[config.mk]
export PLATFORM = sky130hd
export DESIGN_NAME = cop_front
export DESIGN_NICKNAME = d
export VERILOG_FILES = /design/src/rtl/cop_pkg.sv /design/src/rtl/cop_front.sv
export SDC_FILE = /design/constraint.sdc
export NUM_CORES = 2
export LEC_CHECK = 0
export BUFFER_PORTS_ARGS = -buffer_cell sky130_fd_sc_hd__buf_2
export CORE_ASPECT_RATIO = 0.5
export CORE_MARGIN = 2
export CORE_UTILIZATION = 30
export DETAILED_ROUTE_END_ITERATION = 8
export GPL_TIMING_DRIVEN = 1
export MAX_ROUTING_LAYER = met4
export SLEW_MARGIN = 0
export SYNTH_ARGS = -nofsm -noshare
export SYNTH_HDL_FRONTEND = slang
export SYNTH_SLANG_ARGS = --single-unit
export TNS_END_PERCENT = 50
[constraint.sdc]
create_clock -name clk -period 9.6 [get_ports clk]
set_input_delay 2.88 -clock clk [delete_from_list [all_inputs] [get_ports clk]]
set_output_delay 2.88 -clock clk [all_outputs]
set_load 0.02 [all_outputs]
[src/rtl/cop_pkg.sv]
// Shared widths, types and tables of the circular orbit propagator.
package cop_pkg;

    localparam int PHASE_FRACTION_BITS = 48;
    localparam int ANGLE_BITS          = 16;

    localparam int TIME_W   = 63;
    localparam int RATE_W   = 32;
    localparam int STEP_W   = 32;
    localparam int RADIUS_W = 23;
    localparam int INCL_W   = 18;
    localparam int POS_W    = 24;
    localparam int ORBIT_W  = 32;

    localparam int PROD_W      = RATE_W + STEP_W;
    localparam int WHOLE_ADD_W = PROD_W - PHASE_FRACTION_BITS + 1;

    localparam int CORDIC_STEPS = 16;
    localparam int STEP_IDX_W   = $clog2(CORDIC_STEPS);
    localparam int CORDIC_W     = 32;
    localparam int Z_W          = 32;
    localparam logic signed [CORDIC_W-1:0] CORDIC_GAIN = 32'sd652032874;

    localparam int MUL_R_W     = RADIUS_W + 1 + CORDIC_W;
    localparam int ROUND_X_SH  = 30;
    localparam int ROUND_Y_SH  = 14;
    localparam int YP_W        = MUL_R_W - ROUND_Y_SH;
    localparam int MUL_T_W     = YP_W + INCL_W;
    localparam int TILT_SH     = 32;

    localparam logic signed [63:0] POS_MAX = 64'sd8388607;
    localparam logic signed [63:0] POS_MIN = -64'sd8388607;

    localparam int QUEUE_DEPTH = 2;
    localparam int QUEUE_PTR_W = $clog2(QUEUE_DEPTH);
    localparam int QUEUE_CNT_W = $clog2(QUEUE_DEPTH + 1);

    localparam int CFG_IDX_W  = 3;
    localparam int CFG_DATA_W = 32;

    typedef enum logic [CFG_IDX_W-1:0] {
        REG_PHASE_RATE = 3'd0,
        REG_MAX_STEP   = 3'd1,
        REG_RADIUS     = 3'd2,
        REG_COS_INCL   = 3'd3,
        REG_SIN_INCL   = 3'd4
    } cfg_reg_t;

    typedef struct packed {
        logic [RATE_W-1:0]          phase_rate;
        logic [STEP_W-1:0]          max_step_us;
        logic [RADIUS_W-1:0]        radius_m;
        logic signed [INCL_W-1:0]   cos_inclination;
        logic signed [INCL_W-1:0]   sin_inclination;
    } cop_cfg_t;

    typedef struct packed {
        logic [ANGLE_BITS-1:0] angle;
        logic [ORBIT_W-1:0]    orbits;
        logic                  completed;
    } cop_item_t;

    // arctangent of 2^-i in 2^-32 turn
    function automatic logic signed [Z_W-1:0] atan_step(input logic [STEP_IDX_W-1:0] idx);
        logic signed [Z_W-1:0] a;
        case (idx)
            4'd0:    a = 32'sd536870912;
            4'd1:    a = 32'sd316933406;
            4'd2:    a = 32'sd167458907;
            4'd3:    a = 32'sd85004756;
            4'd4:    a = 32'sd42667331;
            4'd5:    a = 32'sd21354465;
            4'd6:    a = 32'sd10679838;
            4'd7:    a = 32'sd5340245;
            4'd8:    a = 32'sd2670163;
            4'd9:    a = 32'sd1335087;
            4'd10:   a = 32'sd667544;
            4'd11:   a = 32'sd333772;
            4'd12:   a = 32'sd166886;
            4'd13:   a = 32'sd83443;
            4'd14:   a = 32'sd41722;
            4'd15:   a = 32'sd20861;
            default: a = '0;
        endcase
        return a;
    endfunction

    function automatic logic signed [POS_W-1:0] sat_pos(input logic signed [63:0] v);
        logic signed [63:0] r;
        if (v > POS_MAX)
        begin
            r = POS_MAX;
        end
        else if (v < POS_MIN)
        begin
            r = POS_MIN;
        end
        else
        begin
            r = v;
        end
        return r[POS_W-1:0];
    endfunction

endpackage

[src/rtl/cop_front.sv]
// Front end: takes ticks, forms the clamped step and advances the orbit phase.
module cop_front (
    input  logic                          clk,
    input  logic                          rst_n,
    input  cop_pkg::cop_cfg_t             cfg,
    input  logic                          in_valid,
    output logic                          in_ready,
    input  logic [cop_pkg::TIME_W-1:0]    now_us,
    output logic                          push_valid,
    input  logic                          push_ready,
    output cop_pkg::cop_item_t            push_item
);
    import cop_pkg::*;

    typedef enum logic [1:0] {
        S_IDLE,
        S_MUL,
        S_ACC
    } state_t;

    state_t                        state_reg;
    logic                          started_reg;
    logic [TIME_W-1:0]             last_time_reg;
    logic [PHASE_FRACTION_BITS-1:0] phase_reg;
    logic [PHASE_FRACTION_BITS-1:0] phase_next;
    logic [ORBIT_W-1:0]            orbits_reg;
    logic [ORBIT_W-1:0]            orbits_next;
    logic [STEP_W-1:0]             dt_reg;
    logic [STEP_W-1:0]             dt_next;
    logic [PROD_W-1:0]             inc_reg;
    logic [PROD_W-1:0]             prod;
    logic [TIME_W-1:0]             diff;
    logic [PHASE_FRACTION_BITS:0]  frac_sum;
    logic [WHOLE_ADD_W-1:0]        add_whole;
    logic                          accept;
    logic                          push;

    assign in_ready   = (state_reg == S_IDLE);
    assign accept     = in_valid && in_ready;
    assign push_valid = (state_reg == S_ACC);
    assign push       = push_valid && push_ready;

    // zero on first tick or when time steps back, clamped to max_step_us
    always_comb
    begin
        diff    = now_us - last_time_reg;
        dt_next = '0;
        if (started_reg && (now_us > last_time_reg))
        begin
            if (diff > TIME_W'(cfg.max_step_us))
            begin
                dt_next = cfg.max_step_us;
            end
            else
            begin
                dt_next = diff[STEP_W-1:0];
            end
        end
    end

    assign prod = dt_reg * cfg.phase_rate;

    always_comb
    begin
        frac_sum    = {1'b0, phase_reg} + {1'b0, inc_reg[PHASE_FRACTION_BITS-1:0]};
        add_whole   = WHOLE_ADD_W'(inc_reg[PROD_W-1:PHASE_FRACTION_BITS])
                    + WHOLE_ADD_W'(frac_sum[PHASE_FRACTION_BITS]);
        phase_next  = frac_sum[PHASE_FRACTION_BITS-1:0];
        orbits_next = orbits_reg + ORBIT_W'(add_whole);

        push_item.angle     = phase_next[PHASE_FRACTION_BITS-1 -: ANGLE_BITS];
        push_item.orbits    = orbits_next;
        push_item.completed = (add_whole != '0);
    end

    always_ff @(posedge clk or negedge rst_n)
    begin
        if (!rst_n)
        begin
            state_reg     <= S_IDLE;
            started_reg   <= 1'b0;
            last_time_reg <= '0;
            phase_reg     <= '0;
            orbits_reg    <= '0;
        end
        else
        begin
            case (state_reg)
                S_IDLE:
                begin
                    if (accept)
                    begin
                        started_reg   <= 1'b1;
                        last_time_reg <= now_us;
                        state_reg     <= S_MUL;
                    end
                end
                S_MUL:
                begin
                    state_reg <= S_ACC;
                end
                S_ACC:
                begin
                    if (push)
                    begin
                        phase_reg  <= phase_next;
                        orbits_reg <= orbits_next;
                        state_reg  <= S_IDLE;
                    end
                end
                default:
                begin
                    state_reg <= S_IDLE;
                end
            endcase
        end
    end

    always_ff @(posedge clk)
    begin
        if (accept)
        begin
            dt_reg <= dt_next;
        end
        if (state_reg == S_MUL)
        begin
            inc_reg <= prod;
        end
    end

endmodule

# [Word-level counts from Yosys, hierarchy flattened]
# Index checks and enable logic that the tools add are counted.
[word_totals] reg_bits=242 input_bits=190 out_inout_bits=51 word_cells=30
[classes] n_addsub=4 multipliers=1 order_cmp=2 eq_ne=4 muxes=4 reduce_logical=8
[ops] operator="$mul 32x32->64" n=1
[ops] operator="$gt 63x32->1" n=1
[ops] operator="$gt 63x63->1" n=1
[ops] operator="$sub 63x63->63" n=1
[ops] operator="$add 48x48->49" n=1
[ops] operator="$add 32x17->32" n=1
[ops] operator="$mux 32" n=1
[ops] operator="$add 16x1->17" n=1
[ops] operator="$reduce_bool 17->1" n=1
[ops] operator="$pmux 2 s3" n=1
[ops] operator="$reduce_and 2->1" n=3
[ops] operator="$mux 2" n=2
[ops] operator="$ne 2x1->1 const B" n=2
[ops] operator="$logic_and 1x1->1" n=3
[ops] operator="$eq 2x1->1 const B" n=1
[ops] operator="$eq 2x2->1 const B" n=1
[ops] operator="$logic_not 2->1" n=1

# [Depth between registers and ports, before layout]
[logic_depth] depth_word=4 ltp_mapped=35 mapped_depth_nobuf=35

# [Worst setup path before layout]
# OpenSTA, ideal clock, no wires.
[synth_timing] kind="in2reg" start="input cfg[93] (netlist name)" end="register inc_reg[63] (data pin)" setup_time_ns=0.260 arrival_time_ns=10.045 required_ns=9.340 path_slack_ns=-0.705 cell_stages=28 n_path_buf=1 path_cell_list="clkbuf_1 -> and2_1 -> fa_1 -> inv_1 -> fa_1 -> fa_1 -> fa_1 -> inv_1 -> fa_1 -> inv_1 -> fa_1 -> inv_1 -> fa_1 -> fa_1 -> ha_1 -> a21o_1 -> a21o_1 -> a21oi_1 -> nand4b_1 -> a31oi_1 -> o21ai_0 -> a31o_2 -> a31oi_1 -> o21ai_0 -> and3_1 -> a221o_1 -> a21oi_1 -> xnor2_1"
[synth_between] elab_chain_cells=1
[synth_lines] item="start, declared" line="cop_front.sv:5" rtl="input cop_pkg::cop_cfg_t cfg,"
[synth_lines] item="$mul 32x32->64" line="cop_front.sv:61" rtl="assign prod = dt_reg * cfg.phase_rate;"
[synth_lines] item="via prod[63]" line="cop_front.sv:31" rtl="logic [PROD_W-1:0] prod;"
[synth_lines] item="end signal, assigned" line="cop_front.sv:127" rtl="inc_reg <= prod;"
[synth_lines] item="end, declared" line="cop_front.sv:30" rtl="logic [PROD_W-1:0] inc_reg;"
# The timed path passes the listed nets, and every way through them passes these cells.
# A chain may end at the register's enable or synchronous reset.

# [Worst setup path in the final report]
[layout_timing] start="input cfg[102] (netlist name)" end="register inc_reg[62] (data pin)"
# Same word-level chain as after synthesis.

==> impl_metrics.yaml <==
setup_path:
  r2r-start: "dt_reg[19]"
  setup.worst_path.class: "input port to register"
  required_ps: 9930
  ff2ff_setup_slack_ps: 1060
  r2r_end: "inc_reg[62]"
  start_kind: "input port"
  crit_arrival_ps: 10080
  end_kind: "register"
  critPathMaxFanout: 16
  r2r_cells: 24
drt:
  first_pass_iters: 5
  vias_per_cell: 4.742
  drt-total-wl_mm: 138.2
  antenna_left: 0
  dr_total_vias: 38152
  drtIter0Drc: 2053
  route.detailed.drc: 0
  wl_per_cell_um: 17.18
clock_network:
  hold_buffers: 0
  cts-root-buf: "clkbuf_16"
  cts_tree: "done"
  cts.clk_slew.worst_paths_ps: 60
  h-tree-depth: 1
  clock-sinks: 242
  cts_made_buffers: 27
  worstSkewPairLatency_ps: 620
  clock_path_buffers: 3
synthesis:
  synth_edf_count: 96
  yosys_register_bits: 242
  synthFlopType: "dfrtp_1"
  async_flop_share: 0.6033
  syn_area_per_cell_um2: 9.021
  synth_seq_area_share: 0.1306
  yosys_warnings: 0
  yosysUniqueCellTypes: 78
  syn_inst: 5546
  synth_fp_nets: 7060
  syn_area_um2: 50030
timing:
  fmaxAchievable_ghz: 0.1026
  worst_slack_ps: -149.4
  layout_min_cycle_time_ps: 9749
  fin_skew_ps: 32.59
  slew_violations: 0
  tightest_slew_ps: 1230
  tns_ps: -638.9
  rsz0062_at_grt: "yes"
  finalSetupViolCount: 8
  hold_viol: 0
  fin_crit_sh: 1.016
  slew_headroom: 0.1803
status:
  run_status: "finished with violations"
  violations: "setup timing"
global_routing:
  grt_remaining_overflow: 0
  grt_pass1_vias: 39283
  grt_max_degree: 90
  grt_pass1_wl_mm: 222.3
  antenna_found_initial: 52
  track_usage: 0.1691
placement:
  dpl.hpwl_mm: 115.4
  numPortBuffers: 181
  dpl_cell_area_um2: 55000
  gp_congestion: 0.8937
worst_hold_path:
  hp-start: "started_reg"
  min_to: "started_reg"
  hp-class: "register to register"
  whs_path_depth: 1
die:
  initial_utilization: 0.3037
  die_h_um: 292.8
  dieArea_um2: 170300
  fp.dieW_um: 581.5
  coreArea_um2: 164700
  pin_count: 241
  std_cell_rows: 105
cells_and_area:
  design_area_um2: 57430
  fin_nets: 7312
  multi_input_area_um2: 39590
  largest_reg_flops: 64
  regArea_um2: 6536
  fill_cells: 17004
  drive_above_1_share: 0.1287
  area_growth_pct: 14.78
run:
  cap_viol_max_count: 0
-- area by class of cell --
class                           count  share of cell area
Clock buffer                       33             0.01325
Multi-Input combinational cell   4045              0.6894
Inverter                          972             0.06353
Tap cell                         2193             0.04778
Antenna cell                       33            0.001438
Timing Repair Buffer              510             0.06831
Sequential cell                   242              0.1138
Clock inverter                     17            0.002462
-- synth_stat cells (all sizes together), types with 6 or more instances --
cell / instances / share of area
nand2: 705 / 0.053
mux2: 20 / 0.0045
nand3: 83 / 0.0083
a41oi: 6 / 0.0011
nor2: 134 / 0.010
and2: 611 / 0.076
a221oi: 8 / 0.0015
dfrtp: 146 / 0.073
o211ai: 6 / 0.00090
o21ai: 228 / 0.023
xnor2: 118 / 0.021
ha: 425 / 0.11
o21a: 25 / 0.0038
a31oi: 13 / 0.0016
o31a: 6 / 0.0011
edfxtp: 96 / 0.058
nor4: 11 / 0.0014
a21oi: 239 / 0.025
buf: 28 / 0.0035
nor2b: 30 / 0.0038
clkbuf: 259 / 0.019
xor2: 87 / 0.015
a211o: 7 / 0.0012
o21bai: 17 / 0.0026
a21boi: 9 / 0.0014
nand4: 53 / 0.0066
and3: 22 / 0.0028
a211oi: 9 / 0.0015
or3: 7 / 0.00088
fa: 899 / 0.36
a21o: 116 / 0.017
nor3: 39 / 0.0039
nand2b: 31 / 0.0039
inv: 972 / 0.073
-- kinds of logic (layout without fill, tap and decap cells) --
logic type,count (synthesis),count (layout),share of synthesized area
simple gates,1744,1744,0.1739
fa+ha+maj,1324,1324,0.4660
buf+inv,1259,1532,0.09583
compound gates,747,747,0.09226
flops,242,242,0.1306
xor+xnor,205,205,0.03589
mux,25,25,0.005502
other cells,0,33,0
-- metrics by stage --
stage | hold WS [ps] | instances | utilization | worst slack, ps
after floorplan | 439.9 | 5546 | - | -406.5
after global routing | 491.5 | 8042 | 0.3485 | -351.4
after CTS | 472.6 | 7986 | 0.3426 | -141.5
after detailed placement | 457.8 | 7919 | 0.3339 | -1053
final | 470.6 | 8045 | 0.3486 | -149.4
after global placement | 460.2 | 7919 | 0.3339 | -1046
-- cell usage in the layout, fill, tap and decap left out, types with 84 or more instances in the layout --
master	instances
edfxtp_1	96
a21oi_1	212
fa_1	880
and2_1	595
inv_1	965
buf_4	308
a21o_1	116
buf_2	141
xnor2_1	106
nor2_1	123
ha_1	407
nand2_1	696
xor2_1	84
dfrtp_1	146
o21ai_0	206
-- worst max-delay path by stage --
stage / from / to / slack (ps) / depth (start not counted)
2_1_floorplan: cfg[98] / inc_reg[62] / -410 / 27
3_3_place_gp: cfg[99] / inc_reg[62] / -1050 / 24
3_5_place_dp: cfg[99] / inc_reg[62] / -1050 / 24
4_1_cts: cfg[107] / inc_reg[62] / -140 / 26
5_1_grt: cfg[106] / inc_reg[58] / -350 / 25
6_report: cfg[102] / inc_reg[62] / -150 / 25
-- timing repair --
item / CTS / global route
setup endpoints to repair: 38 / 38
setup buffers: 14 / 26
cloned: 3 / 0
gates resized for setup: 98 / 159
pin swaps: 49 / 117
-- worst max-delay path, stage by stage --
cell	delay [ps]
buf_12	130
buf_4	190
and2_1	170
fa_1	530
inv_1	50
fa_2	570
fa_1	430
fa_1	520
inv_1	60
fa_1	560
fa_2	440
fa_1	540
fa_1	490
ha_1	330
a21o_1	160
a21o_1	180
a2111oi_2	290
nor2_1	80
a311o_1	310
a21o_1	190
a32o_2	270
a221o_1	380
nand2_2	100
o31ai_1	80
xor2_1	150
-- per-layer routing --
metal  global-route usage  wire (µm)
met5                    -          0
met2               0.2834      67460
met3              0.02839       7931
met1               0.2189      60580
met4              0.02394       2254
Power is left out: the tool's default activity adds up to more than one toggle a clock period on the data nets, which glitch-free logic cannot reach.
