`src/rtl/cop_pkg.sv`:
```
// Shared widths, types and tables of the circular orbit propagator.
package cop_pkg;

    localparam int PHASE_FRACTION_BITS = 48;
    localparam int ANGLE_BITS          = 16;

    localparam int TIME_W   = 63;
    localparam int RATE_W   = 32;
    localparam int STEP_W   = 32;
    localparam int RADIUS_W = 23;
    localparam int INCL_W   = 18;
    localparam int POS_W    = 24;
    localparam int ORBIT_W  = 32;

    localparam int PROD_W      = RATE_W + STEP_W;
    localparam int WHOLE_ADD_W = PROD_W - PHASE_FRACTION_BITS + 1;

    localparam int CORDIC_STEPS = 16;
    localparam int STEP_IDX_W   = $clog2(CORDIC_STEPS);
    localparam int CORDIC_W     = 32;
    localparam int Z_W          = 32;
    localparam logic signed [CORDIC_W-1:0] CORDIC_GAIN = 32'sd652032874;

    localparam int MUL_R_W     = RADIUS_W + 1 + CORDIC_W;
    localparam int ROUND_X_SH  = 30;
    localparam int ROUND_Y_SH  = 14;
    localparam int YP_W        = MUL_R_W - ROUND_Y_SH;
    localparam int MUL_T_W     = YP_W + INCL_W;
    localparam int TILT_SH     = 32;

    localparam logic signed [63:0] POS_MAX = 64'sd8388607;
    localparam logic signed [63:0] POS_MIN = -64'sd8388607;

    localparam int QUEUE_DEPTH = 2;
    localparam int QUEUE_PTR_W = $clog2(QUEUE_DEPTH);
    localparam int QUEUE_CNT_W = $clog2(QUEUE_DEPTH + 1);

    localparam int CFG_IDX_W  = 3;
    localparam int CFG_DATA_W = 32;

    typedef enum logic [CFG_IDX_W-1:0] {
        REG_PHASE_RATE = 3'd0,
        REG_MAX_STEP   = 3'd1,
        REG_RADIUS     = 3'd2,
        REG_COS_INCL   = 3'd3,
        REG_SIN_INCL   = 3'd4
    } cfg_reg_t;

    typedef struct packed {
        logic [RATE_W-1:0]          phase_rate;
        logic [STEP_W-1:0]          max_step_us;
        logic [RADIUS_W-1:0]        radius_m;
        logic signed [INCL_W-1:0]   cos_inclination;
        logic signed [INCL_W-1:0]   sin_inclination;
    } cop_cfg_t;

    typedef struct packed {
        logic [ANGLE_BITS-1:0] angle;
        logic [ORBIT_W-1:0]    orbits;
        logic                  completed;
    } cop_item_t;

    // arctangent of 2^-i in 2^-32 turn
    function automatic logic signed [Z_W-1:0] atan_step(input logic [STEP_IDX_W-1:0] idx);
        logic signed [Z_W-1:0] a;
        case (idx)
            4'd0:    a = 32'sd536870912;
            4'd1:    a = 32'sd316933406;
            4'd2:    a = 32'sd167458907;
            4'd3:    a = 32'sd85004756;
            4'd4:    a = 32'sd42667331;
            4'd5:    a = 32'sd21354465;
            4'd6:    a = 32'sd10679838;
            4'd7:    a = 32'sd5340245;
            4'd8:    a = 32'sd2670163;
            4'd9:    a = 32'sd1335087;
            4'd10:   a = 32'sd667544;
            4'd11:   a = 32'sd333772;
            4'd12:   a = 32'sd166886;
            4'd13:   a = 32'sd83443;
            4'd14:   a = 32'sd41722;
            4'd15:   a = 32'sd20861;
            default: a = '0;
        endcase
        return a;
    endfunction

    function automatic logic signed [POS_W-1:0] sat_pos(input logic signed [63:0] v);
        logic signed [63:0] r;
        if (v > POS_MAX)
        begin
            r = POS_MAX;
        end
        else if (v < POS_MIN)
        begin
            r = POS_MIN;
        end
        else
        begin
            r = v;
        end
        return r[POS_W-1:0];
    endfunction

endpackage

```
`src/rtl/cop_queue.sv`:
```
// Short queue between the phase front end and the position back end.
module cop_queue (
    input  logic                 clk,
    input  logic                 rst_n,
    input  logic                 push_valid,
    output logic                 push_ready,
    input  cop_pkg::cop_item_t   push_item,
    output logic                 pop_valid,
    input  logic                 pop,
    output cop_pkg::cop_item_t   pop_item
);
    import cop_pkg::*;

    cop_item_t               entry_reg [QUEUE_DEPTH];
    logic [QUEUE_PTR_W-1:0]  wr_ptr_reg;
    logic [QUEUE_PTR_W-1:0]  rd_ptr_reg;
    logic [QUEUE_CNT_W-1:0]  count_reg;
    logic                    do_push;
    logic                    do_pop;

    assign push_ready = (count_reg != QUEUE_CNT_W'(QUEUE_DEPTH));
    assign pop_valid  = (count_reg != '0);
    assign do_push    = push_valid && push_ready;
    assign do_pop     = pop && pop_valid;
    assign pop_item   = entry_reg[rd_ptr_reg];

    always_ff @(posedge clk or negedge rst_n)
    begin
        if (!rst_n)
        begin
            wr_ptr_reg <= '0;
            rd_ptr_reg <= '0;
            count_reg  <= '0;
        end
        else
        begin
            if (do_push)
            begin
                if (wr_ptr_reg == QUEUE_PTR_W'(QUEUE_DEPTH - 1))
                begin
                    wr_ptr_reg <= '0;
                end
                else
                begin
                    wr_ptr_reg <= wr_ptr_reg + 1'b1;
                end
            end
            if (do_pop)
            begin
                if (rd_ptr_reg == QUEUE_PTR_W'(QUEUE_DEPTH - 1))
                begin
                    rd_ptr_reg <= '0;
                end
                else
                begin
                    rd_ptr_reg <= rd_ptr_reg + 1'b1;
                end
            end
            if (do_push && !do_pop)
            begin
                count_reg <= count_reg + 1'b1;
            end
            else if (do_pop && !do_push)
            begin
                count_reg <= count_reg - 1'b1;
            end
        end
    end

    always_ff @(posedge clk)
    begin
        if (do_push)
        begin
            entry_reg[wr_ptr_reg] <= push_item;
        end
    end

endmodule

```
`config.mk`:
```
export PLATFORM = sky130hd
export DESIGN_NAME = cop_queue
export DESIGN_NICKNAME = d
export VERILOG_FILES = /design/src/rtl/cop_pkg.sv /design/src/rtl/cop_queue.sv
export SDC_FILE = /design/constraint.sdc
export NUM_CORES = 1
export LEC_CHECK = 0
export BUFFER_PORTS_ARGS = -buffer_cell sky130_fd_sc_hd__buf_2
export CAP_MARGIN = 25
export CORE_MARGIN = 5
export CORE_UTILIZATION = 50
export DETAILED_ROUTE_END_ITERATION = 8
export GPL_ROUTABILITY_DRIVEN = 0
export PLACE_DENSITY = 0.76
export SYNTH_ARGS = -nofsm -noshare
export SYNTH_HDL_FRONTEND = slang
export SYNTH_SLANG_ARGS = --single-unit
```
`constraint.sdc`:
```
create_clock -name clk -period 4.03 [get_ports clk]
set_input_delay 0.2015 -clock clk [delete_from_list [all_inputs] [get_ports clk]]
set_output_delay 0.2015 -clock clk [all_outputs]
set_load 0.05 [all_outputs]
```
After elaboration in Yosys (flattened, before gate mapping)
Memory sizes are Yosys's and may differ from the RTL's.
Index checks and enable logic that the tools add are counted.
{ "totals": {"mem_count": 1, "input_bits": 53, "register_bits": 4, "ramBits": 98, "elab_cells": 23, "out_inout_bits": 51} }
{ "memory_table": {"columns": ["name", "words", "word_bits", "read_ports", "rd_clocked_by_memory_dff", "wr", "line", "text"], "rows": [
  ["entry_reg", 2, 49, 1, 0, 1, "cop_queue.sv:14", "cop_item_t entry_reg [QUEUE_DEPTH];"]
]} }
{ "op_classes": {"addsub": 4, "n_reduce_logical": 8, "mux": 6, "eq_ne": 1} }
{ "ops": {"columns": ["operator", "count"], "rows": [
  ["1-bit logical AND", 4],
  ["1-bit two-way mux", 4],
  ["2-bit two-way mux", 2],
  ["2-bit nonzero test", 2],
  ["1-bit adder, second input constant", 2],
  ["2-bit by 1-bit adder with 2-bit output, second input constant", 1],
  ["1-bit zero test", 2],
  ["2-bit != test, second input constant", 1],
  ["2-bit by 1-bit subtractor with 2-bit output, second input constant", 1]
]} }

Logic depth before layout (Yosys ltp)
Gate-level depths: netlist of the first run.
{ "depth": {"word_depth": 6, "mapped_depth": 7} }

Worst setup path before layout of the first run
No wires, ideal clock.
{ "synth_path": {"kind": "register to register", "startpoint": "reg count_reg[0]", "endpoint": "mem entry_reg[0][0] in the netlist's numbering, enable pin", "arrival_time_ps": 3127, "period_less_slack_ps": 3583, "slack_ps": 447, "setup_ps": 456, "n_path_buf": 0, "path_stages_with_launch": 4, "required_time_ps": 3574, "path_cell_list": "dfrtp_1 -> nand2b_1 -> nand2_1 -> nor2_1"} }
{ "synth_between": {"elab_chain_cells": 4} }
{ "synth_rtl": {"columns": ["element", "line", "text"], "rows": [
  ["start, declared", "cop_queue.sv:17", "logic [QUEUE_CNT_W-1:0] count_reg;"],
  ["start signal, assigned", "cop_queue.sv:61", "count_reg <= count_reg + 1'b1;"],
  ["start signal, assigned", "cop_queue.sv:65", "count_reg <= count_reg - 1'b1;"],
  ["2-bit != test", "cop_queue.sv:21", "assign push_ready = (count_reg != QUEUE_CNT_W'(QUEUE_DEPTH));"],
  ["net push_ready", "cop_queue.sv:6", "output logic push_ready,"],
  ["1-bit logical AND", "cop_queue.sv:23", "assign do_push = push_valid && push_ready;"],
  ["1-bit two-way mux", "cop_queue.sv:72", "if (do_push)"],
  ["1-bit two-way mux (implied by the code)", "cop_queue.sv:74", "entry_reg[wr_ptr_reg] <= push_item;"],
  ["end, declared", "cop_queue.sv:14", null]
]} }
The timed path passes the listed nets, and every way through them passes these cells.

==> results.yml, run 1 <==
outcome:
  status: "completed"
worst_setup_path:
  critical_path_required_ps: 3830
  end_kind: "output port"
  crit_type: "flip-flop to output port"
  r2r_cells: 4
  arrival_ps: 2000
  cp_max_fo: 50
  cp-start-kind: "flip-flop"
yosys:
  ys_warn_count: 0
  syn_avg_cell_area_um2: 23.30
  ys_types: 14
  syn_inst: 171
  syn_nets: 225
  yosysSeqAreaShare: 0.7638
  synth.ff_latch_count: 102
  syn-cell-area_um2: 3984
sta:
  rsz0062_at_grt: "false"
  skew_ps: 6.880
  setup_viol: 0
  max_slew.worst_pin.slew_ps: 919.9
  min_period_ps: 2198
  setup_tns_ps: 0
  clock.fmax_mhz: 454.9
  maxSlewViolCount: 0
  hold_viol: 0
  slew-limit-headroom: 0.3867
  setup_slack_ps: 1832
  period_share: 0.5454
floorplanning:
  io_pins: 104
  rows: 32
  core_um2: 7727
  die_height_um: 99.26
  die_w_um: 99.26
  dieArea_um2: 9853
  start_util: 0.5155
route:
  vias: 1873
  wl_per_cell_um: 16.45
  remaining_drc_errors: 0
  first_pass_iters: 4
  ant_nets: 0
  routed_wl_um: 6398
  vias_per_cell: 4.815
  drt_iter0_markers: 47
cells_and_area:
  final_common_cell: "buf_2"
  largest_register_ff_count: 98
  nNetsFinal: 336
  fillers: 550
  final_area_um2: 4768
  antennaDiodeCount: 0
  final_cell_mix: "103 x buf_2, 98 x edfxtp_1, 49 x mux2_4"
  syn_to_final_growth_pct: 19.69
  drive_above_1_share: 0.6028
power_and_ir_drop:
  power_density_nw_per_um2: 846.0
  p_leak_uw: 0.001928
  peakVddDrop_mv: 0.7558
place:
  pre_cts_ws_ps: 1921
  place_hpwl_um: 4430
  io_buffers: 103
  placed_area_um2: 4556
global_route:
  antenna_found_initial: 0
  grt_max_degree: 51
  grt-ovfl-total: 0
  grt_first_pass_wirelength_um: 10320
  use_met2: 0.2345
  grt_usage: 0.1363
  grt_util_met3: 0.03226
  grt-busiest-layer: "met2"
  met1_usage: 0.1606
  grt_pass1_vias: 2072
cts:
  cts_tree: "yes"
  clock_sinks: 102
  htree_levels: 3
  root_buffer: "clkbuf_8"
  cts_hold_buf: 1
  post_cts_buffers: 0
  cts_buffers: 9
  clock_latency_ps: 350
  clkTransAtPathRegs_ps: 100
  clock_path_buffers: 2
  cts_resized: 0
hold_path:
  hold_depth: 1
  hp-class: "input port to flip-flop"
run:
  drv_cap: 0
==> area by class of cell <==
class / count / area, um^2 / area share
flip-flops and latches: 102 / 3047 / 0.6389
clock inverters: 7 / 78.83 / 0.01653
inverters: 1 / 3.754 / 0.0007872
repair buffers: 106 / 553.0 / 0.1160
well taps: 102 / 127.6 / 0.02676
multi-input cells: 62 / 834.6 / 0.1750
clock buffers: 9 / 123.9 / 0.02598
==> kinds of logic (layout without fill, tap and decap cells) <==
logic type / after synthesis / in the layout / synth area share
xor+xnor: 5 / 5 / 0.01099
fa+ha+maj: 1 / 1 / 0.003140
buf+inv: 7 / 123 / 0.02889
flops: 102 / 102 / 0.7638
mux: 49 / 49 / 0.1847
simple gates: 7 / 7 / 0.008484
==> power breakdown <==
group          switching [uW]  internal (uW)  leakage [uW]
Combinational            1140            606      0.000874
Clock                     341            295     0.0000982
Sequential                199           1450      0.000956
Total                    1680           2350       0.00193
==> Yosys cell counts (all sizes together) <==
library cell	count	area share
nand2	2	0.0019
xnor2	3	0.0066
nor2	2	0.0019
xor2	2	0.0044
dfrtp	4	0.025
and3	1	0.0016
mux2	49	0.18
edfxtp	98	0.74
inv	1	0.00094
buf	6	0.028
nand2b	1	0.0016
ha	1	0.0031
or2	1	0.0016
==> worst paths after layout <==
path,from,endpoint,slack [ps]
min reg2reg,count_reg[1]$_DFFE_PN0P_,count_reg[1]$_DFFE_PN0P_,510
max in group asynchronous,rst_n,rd_ptr_reg$_DFFE_PN0P_,3720
min in group asynchronous,rst_n,count_reg[0]$_DFFE_PN0P_,180
min,push_item[35],entry_reg[1][35]$_DFFE_PP_,30
max reg2reg,count_reg[0]$_DFFE_PN0P_,entry_reg[0][42]$_DFFE_PP_,1950
max,rd_ptr_reg$_DFFE_PN0P_,pop_item[25],1830
==> routing by layer <==
layer | up-vias | wire length [um]
met1 | 919 | 2511
met3 | 7 | 412
met5 | - | 0
li1 | 886 | -
met4 | 0 | 89
met2 | 61 | 3384
==> worst max-delay path, cell delays in order, from the launching register on <==
cell     delay (ps)
dfrtp_4        1040
mux2_4          360
buf_2           210
==> through the flow <==
| step | power [uW] | hold slack [ps] | util | instances |
|---|---|---|---|---|
| final | 4034 | 31.37 | 0.6171 | 389 |
| after global placement | 3416 | 9.750 | 0.5869 | 371 |
| after floorplan | 3198 | -94.09 | - | 171 |
| after global routing | 4218 | 1.309 | 0.6171 | 389 |
| after detailed placement | 3456 | 15.45 | 0.5895 | 372 |
| after CTS | 4096 | 5.936 | 0.6171 | 389 |
No activity file was read; power rests on OpenSTA's default activity.
==> run 2, diff against run 1 <==
==> constraint.sdc (replaced) <==
create_clock -name clk -period 2.3 [get_ports clk]
set_input_delay 0.115 -clock clk [delete_from_list [all_inputs] [get_ports clk]]
set_output_delay 0.115 -clock clk [all_outputs]
set_load 0.05 [all_outputs]
==> run 2 against run 1 <==
Global-route usage rose by 2.0 points. Sequential power rose by 69%. Sequential share of layout area fell by 6.3 points.
==> results.yml, run 2 (synthesis results as in run 1) <==
floorplanning:
  io_pins: 104
  die_w_um: 99.26
  die_height_um: 99.26
  start_util: 0.5155
  rows: 32
  dieArea_um2: 9853
  core_um2: 7727
worst_setup_path:
  crit_end: "pop_item[36]"
  rr_endpoint: "count_reg[1]$_DFFE_PN0P_"
  cp-startpoint: "rd_ptr_reg$_DFFE_PN0P_"
  cp_max_fo: 26
  crit_type: "flip-flop to output port"
  cp-start-kind: "flip-flop"
  arrival_ps: 1960
  end_kind: "output port"
  r2r_cells: 7
  ff2ff_setup_slack_ps: 770
  critical_path_required_ps: 2180
  r2r-start: "count_reg[0]$_DFFE_PN0P_"
power_and_ir_drop:
  peakVddDrop_mv: 1.132
  p_leak_uw: 0.002151
  power_density_nw_per_um2: 1367
place:
  io_buffers: 103
sta:
  maxSlewViolCount: 0
  skew_ps: 7.810
  max_slew.worst_pin.slew_ps: 479.4
  min_period_ps: 2070
  clock.fmax_mhz: 483.1
  period_share: 0.9001
  rsz0062_at_grt: "false"
  setup_tns_ps: 0
  setup_viol: 0
  slew-limit-headroom: 0.6804
  hold_viol: 0
cells_and_area:
  final_cell_mix: "103 x buf_2, 98 x edfxtp_1, 50 x dlygate4sd3_1"
  final_common_cell: "buf_2"
  largest_register_ff_count: 98
  syn_to_final_growth_pct: 32.88
  fin_util: 0.6851
  drive_above_1_share: 0.5133
  nNetsFinal: 388
  antennaDiodeCount: 0
  fillers: 524
route:
  wl_per_cell_um: 16.79
  ant_nets: 0
  remaining_drc_errors: 0
  drt_iter0_markers: 65
  vias_per_cell: 4.710
  first_pass_iters: 4
  vias: 2077
  routed_wl_um: 7404
hold_path:
  hp-class: "input port to flip-flop"
cts:
  cts_tree: "yes"
  clock_sinks: 102
  clkTransAtPathRegs_ps: 90
  root_buffer: "clkbuf_8"
  clock_latency_ps: 340
  cts_buffers: 9
  htree_levels: 3
  cts_resized: 0
  clock_path_buffers: 2
global_route:
  grt_first_pass_wirelength_um: 11730
  grt-ovfl-total: 0
  grt_usage: 0.1558
  grt_pass1_vias: 2388
  grt_max_degree: 29
  antenna_found_initial: 0
outcome:
  status: "completed"
run:
  drv_cap: 0
-- run 2: cell types whose count changed in the layout (fill, tap and decap cells not counted), moves of 2 or more --
cell / change
buf_4: +3
clkbuf_1: +2
dlygate4sd3_1: +49
inv_6: -2
-- run 2: cell type report --
type | instances | area, um^2 | share of cell area
Clock buffer | 11 | 131.4 | 0.02482
Sequential cell | 102 | 3047 | 0.5755
Tap cell | 102 | 127.6 | 0.02411
Multi-Input combinational cell | 62 | 834.6 | 0.1576
Timing Repair Buffer | 158 | 1066 | 0.2014
Inverter | 1 | 3.754 | 0.0007091
Clock inverter | 5 | 83.83 | 0.01584
-- run 2: metrics by stage --
step	instance area, um^2	hold slack (ps)	worst slack, ps	power (uW)	std cells
floorplan	3993	-180.6	45.74	5597	171
global placement	4578	-73.88	614.1	6030	375
detailed placement	4578	-75.42	600.0	6074	375
CTS	5294	27.47	194.3	7326	441
global route	5294	70.45	149.7	7559	441
finish	5294	50.95	229.8	7239	441
-- run 2: metal layers --
| layer | part of all wire | track usage | up-vias |
|---|---|---|---|
| met4 | 0.015 | 0.07248 | 0 |
| met1 | 0.39 | 0.1734 | 1022 |
| li1 | - | - | 989 |
| met2 | 0.56 | 0.2877 | 58 |
| met5 | 0 | 0 | - |
| met3 | 0.042 | 0.02735 | 8 |
-- run 2: worst min-delay path by stage --
stage / from / end / depth (start not counted)
final: pop / rd_ptr_reg$_DFFE_PN0P_ / 3
after global routing: pop / rd_ptr_reg$_DFFE_PN0P_ / 3
after CTS: pop / rd_ptr_reg$_DFFE_PN0P_ / 3
after detailed placement: rst_n / count_reg[1]$_DFFE_PN0P_ / 1
after global placement: rst_n / count_reg[1]$_DFFE_PN0P_ / 1
after floorplan: rst_n / count_reg[0]$_DFFE_PN0P_ / 0
-- run 2: power by group --
part	internal, uW	switching (uW)	leakage (uW)
Sequential	2550	240	0.000956
Combinational	1130	2140	0.00110
Clock	616	567	0.0000998
-- run 2: repair_timing --
| item | 4_1_cts | 5_1_grt |
|---|---|---|
| hold buffers | 50 | 0 |
| hold endpoints to repair | 102 | 0 |
| setup buffers | 0 | 0 |
-- run 2: worst max-delay path, stage by stage, from the launching register on --
cell     delay, ps
dfrtp_4        750
buf_12         290
mux2_4         330
buf_2          210
==> run 3, diff against run 2 <==
--- a/config.mk
+++ b/config.mk
@@ -9,6 +9,7 @@
 export CAP_MARGIN = 25
 export CORE_MARGIN = 5
 export CORE_UTILIZATION = 50
+export CTS_CLUSTER_DIAMETER = 30
 export DETAILED_ROUTE_END_ITERATION = 8
 export GPL_ROUTABILITY_DRIVEN = 0
 export PLACE_DENSITY = 0.76
==> constraint.sdc (replaced) <==
create_clock -name clk -period 2.61 [get_ports clk]
set_input_delay 0.1305 -clock clk [delete_from_list [all_inputs] [get_ports clk]]
set_output_delay 0.1305 -clock clk [all_outputs]
set_load 0.05 [all_outputs]
==> run 3 against run 2 <==
Worst setup slack improved by 240 ps. Sequential power fell by 8.6%. Worst hold slack improved by 18 ps.
==> results.yml, run 3 (synthesis results as in run 1) <==
worst_setup_path:
  cp.buffers_inverters: 1
  arrival_ps: 2010
  slowest_delay_ps: 1050
  ff2ff_setup_slack_ps: 860
  critPathSlowestCell: "dfrtp_4"
  crit_family: "flip-flops"
  crit_type: "flip-flop to output port"
  cp-start-kind: "flip-flop"
  critical_path_required_ps: 2480
  rr_endpoint: "entry_reg[0][21]$_DFFE_PP_"
  r2r_cells: 4
  cp_max_fo: 50
  end_kind: "output port"
  path_cells: "mux2_4 > buf_2"
  r2r-start: "count_reg[0]$_DFFE_PN0P_"
hold_path:
  holdPathEnd: "rd_ptr_reg$_DFFE_PN0P_"
  hold_depth: 3
  worstHoldStart: "pop"
  hp-class: "input port to flip-flop"
sta:
  rsz0062_at_grt: "false"
  setup_tns_ps: 0
  skew_ps: 8.755
  clock.fmax_mhz: 466.5
  maxSlewViolCount: 0
  whs_ps: 68.50
  max_slew.worst_pin.slew_ps: 930.2
  hold_viol: 0
  setup_viol: 0
  period_share: 0.8214
  min_period_ps: 2144
  slew-limit-headroom: 0.3799
floorplanning:
  die_w_um: 99.26
  start_util: 0.5155
  die_height_um: 99.26
  rows: 32
  core_um2: 7727
  dieArea_um2: 9853
  io_pins: 104
global_route:
  grt-ovfl-total: 0
  grt_pass1_vias: 2317
  grt_first_pass_wirelength_um: 11280
  antenna_found_initial: 1
  grt_usage: 0.1487
  grt_max_degree: 51
route:
  drt_iter0_markers: 82
  routed_wl_um: 7023
  wl_per_cell_um: 16.00
  vias_per_cell: 4.704
  ant_nets: 0
  vias: 2065
  remaining_drc_errors: 0
  first_pass_iters: 4
power_and_ir_drop:
  peakVddDrop_mv: 0.7421
  p_leak_uw: 0.002126
  finalPower_uw: 6227
  power_density_nw_per_um2: 1186
place:
  place_hpwl_um: 4569
  io_buffers: 103
  placed_area_um2: 4568
cts:
  clock_path_buffers: 2
  root_buffer: "clkbuf_8"
  htree_levels: 3
  clkTransAtPathRegs_ps: 90
  clock_latency_ps: 360
  post_cts_buffers: 0
  cts_buffers: 9
  cts_tree: "yes"
  clock_sinks: 102
cells_and_area:
  final_common_cell: "buf_2"
  final_area_um2: 5253
  syn_to_final_growth_pct: 31.85
  final_cell_mix: "103 x buf_2, 98 x edfxtp_1, 50 x dlygate4sd3_1"
  nNetsFinal: 385
  largest_register_ff_count: 98
  drive_above_1_share: 0.5149
run:
  drv_cap: 0
outcome:
  status: "completed"
==> run 3: cell count changes in the layout (fill, tap and decap cells not counted), sizes merged <==
cell    previous run  this run
bufinv             2         0
inv                1         3
clkinv             1         3
buf              108       105
clkbuf            11         9
diode              0         1
==> run 3: worst max path at each step <==
stage	startpoint	end	cells past startpoint
floorplan	count_reg[0]$_DFFE_PN0P_	entry_reg[1][0]$_DFFE_PP_	2
global placement	rd_ptr_reg$_DFFE_PN0P_	pop_item[4]	2
finish	rd_ptr_reg$_DFFE_PN0P_	pop_item[3]	2
detailed placement	count_reg[0]$_DFFE_PN0P_	entry_reg[0][17]$_DFFE_PP_	4
global route	rd_ptr_reg$_DFFE_PN0P_	pop_item[24]	2
CTS	rd_ptr_reg$_DFFE_PN0P_	pop_item[14]	2
==> run 3: repair_timing <==
action                    4_1_cts  5_1_grt
hold endpoints to repair      102        0
resized for setup               0        0
hold buffers                   50        0
==> run 3: per-layer routing <==
layer  vias to the layer above  wire length, um  GRT usage
li1                        986                -          -
met1                       996             2721     0.1710
met2                        69             3717     0.2593
met3                        14              453    0.04208
met4                         0              130    0.06408
met5                         -                0          0
==> run 3: area by class of cell <==
cell class              count  area [um^2]
fillers                   503         2475
repair buffers            155         1056
multi-input cells          62        834.6
well taps                 102        127.6
diodes                      1        2.502
clock buffers               9        123.9
clock inverters             7        57.56
inverters                   1        3.754
flip-flops and latches    102         3047
==> run 3: metrics by stage <==
step / instances / util / setup WS [ps]
floorplan: 171 / - / 33.01
global placement: 372 / 0.5912 / 853.7
finish: 439 / 0.6797 / 466.2
detailed placement: 372 / 0.5912 / 843.8
global route: 439 / 0.6797 / 398.3
CTS: 438 / 0.6794 / 431.1
==> run 3: power breakdown <==
part,total (uW),switching (uW),internal (uW)
Combinational,2780,1780,998
Sequential,2550,315,2240
Clock,894,536,358
==> run 3: worst min-delay path: cells and delay by family <==
family / cells / cell delay, ps
xor gates and xnor gates: 1 / 70
and+or+nand+nor: 1 / 80
buffers and inverters: 1 / 100
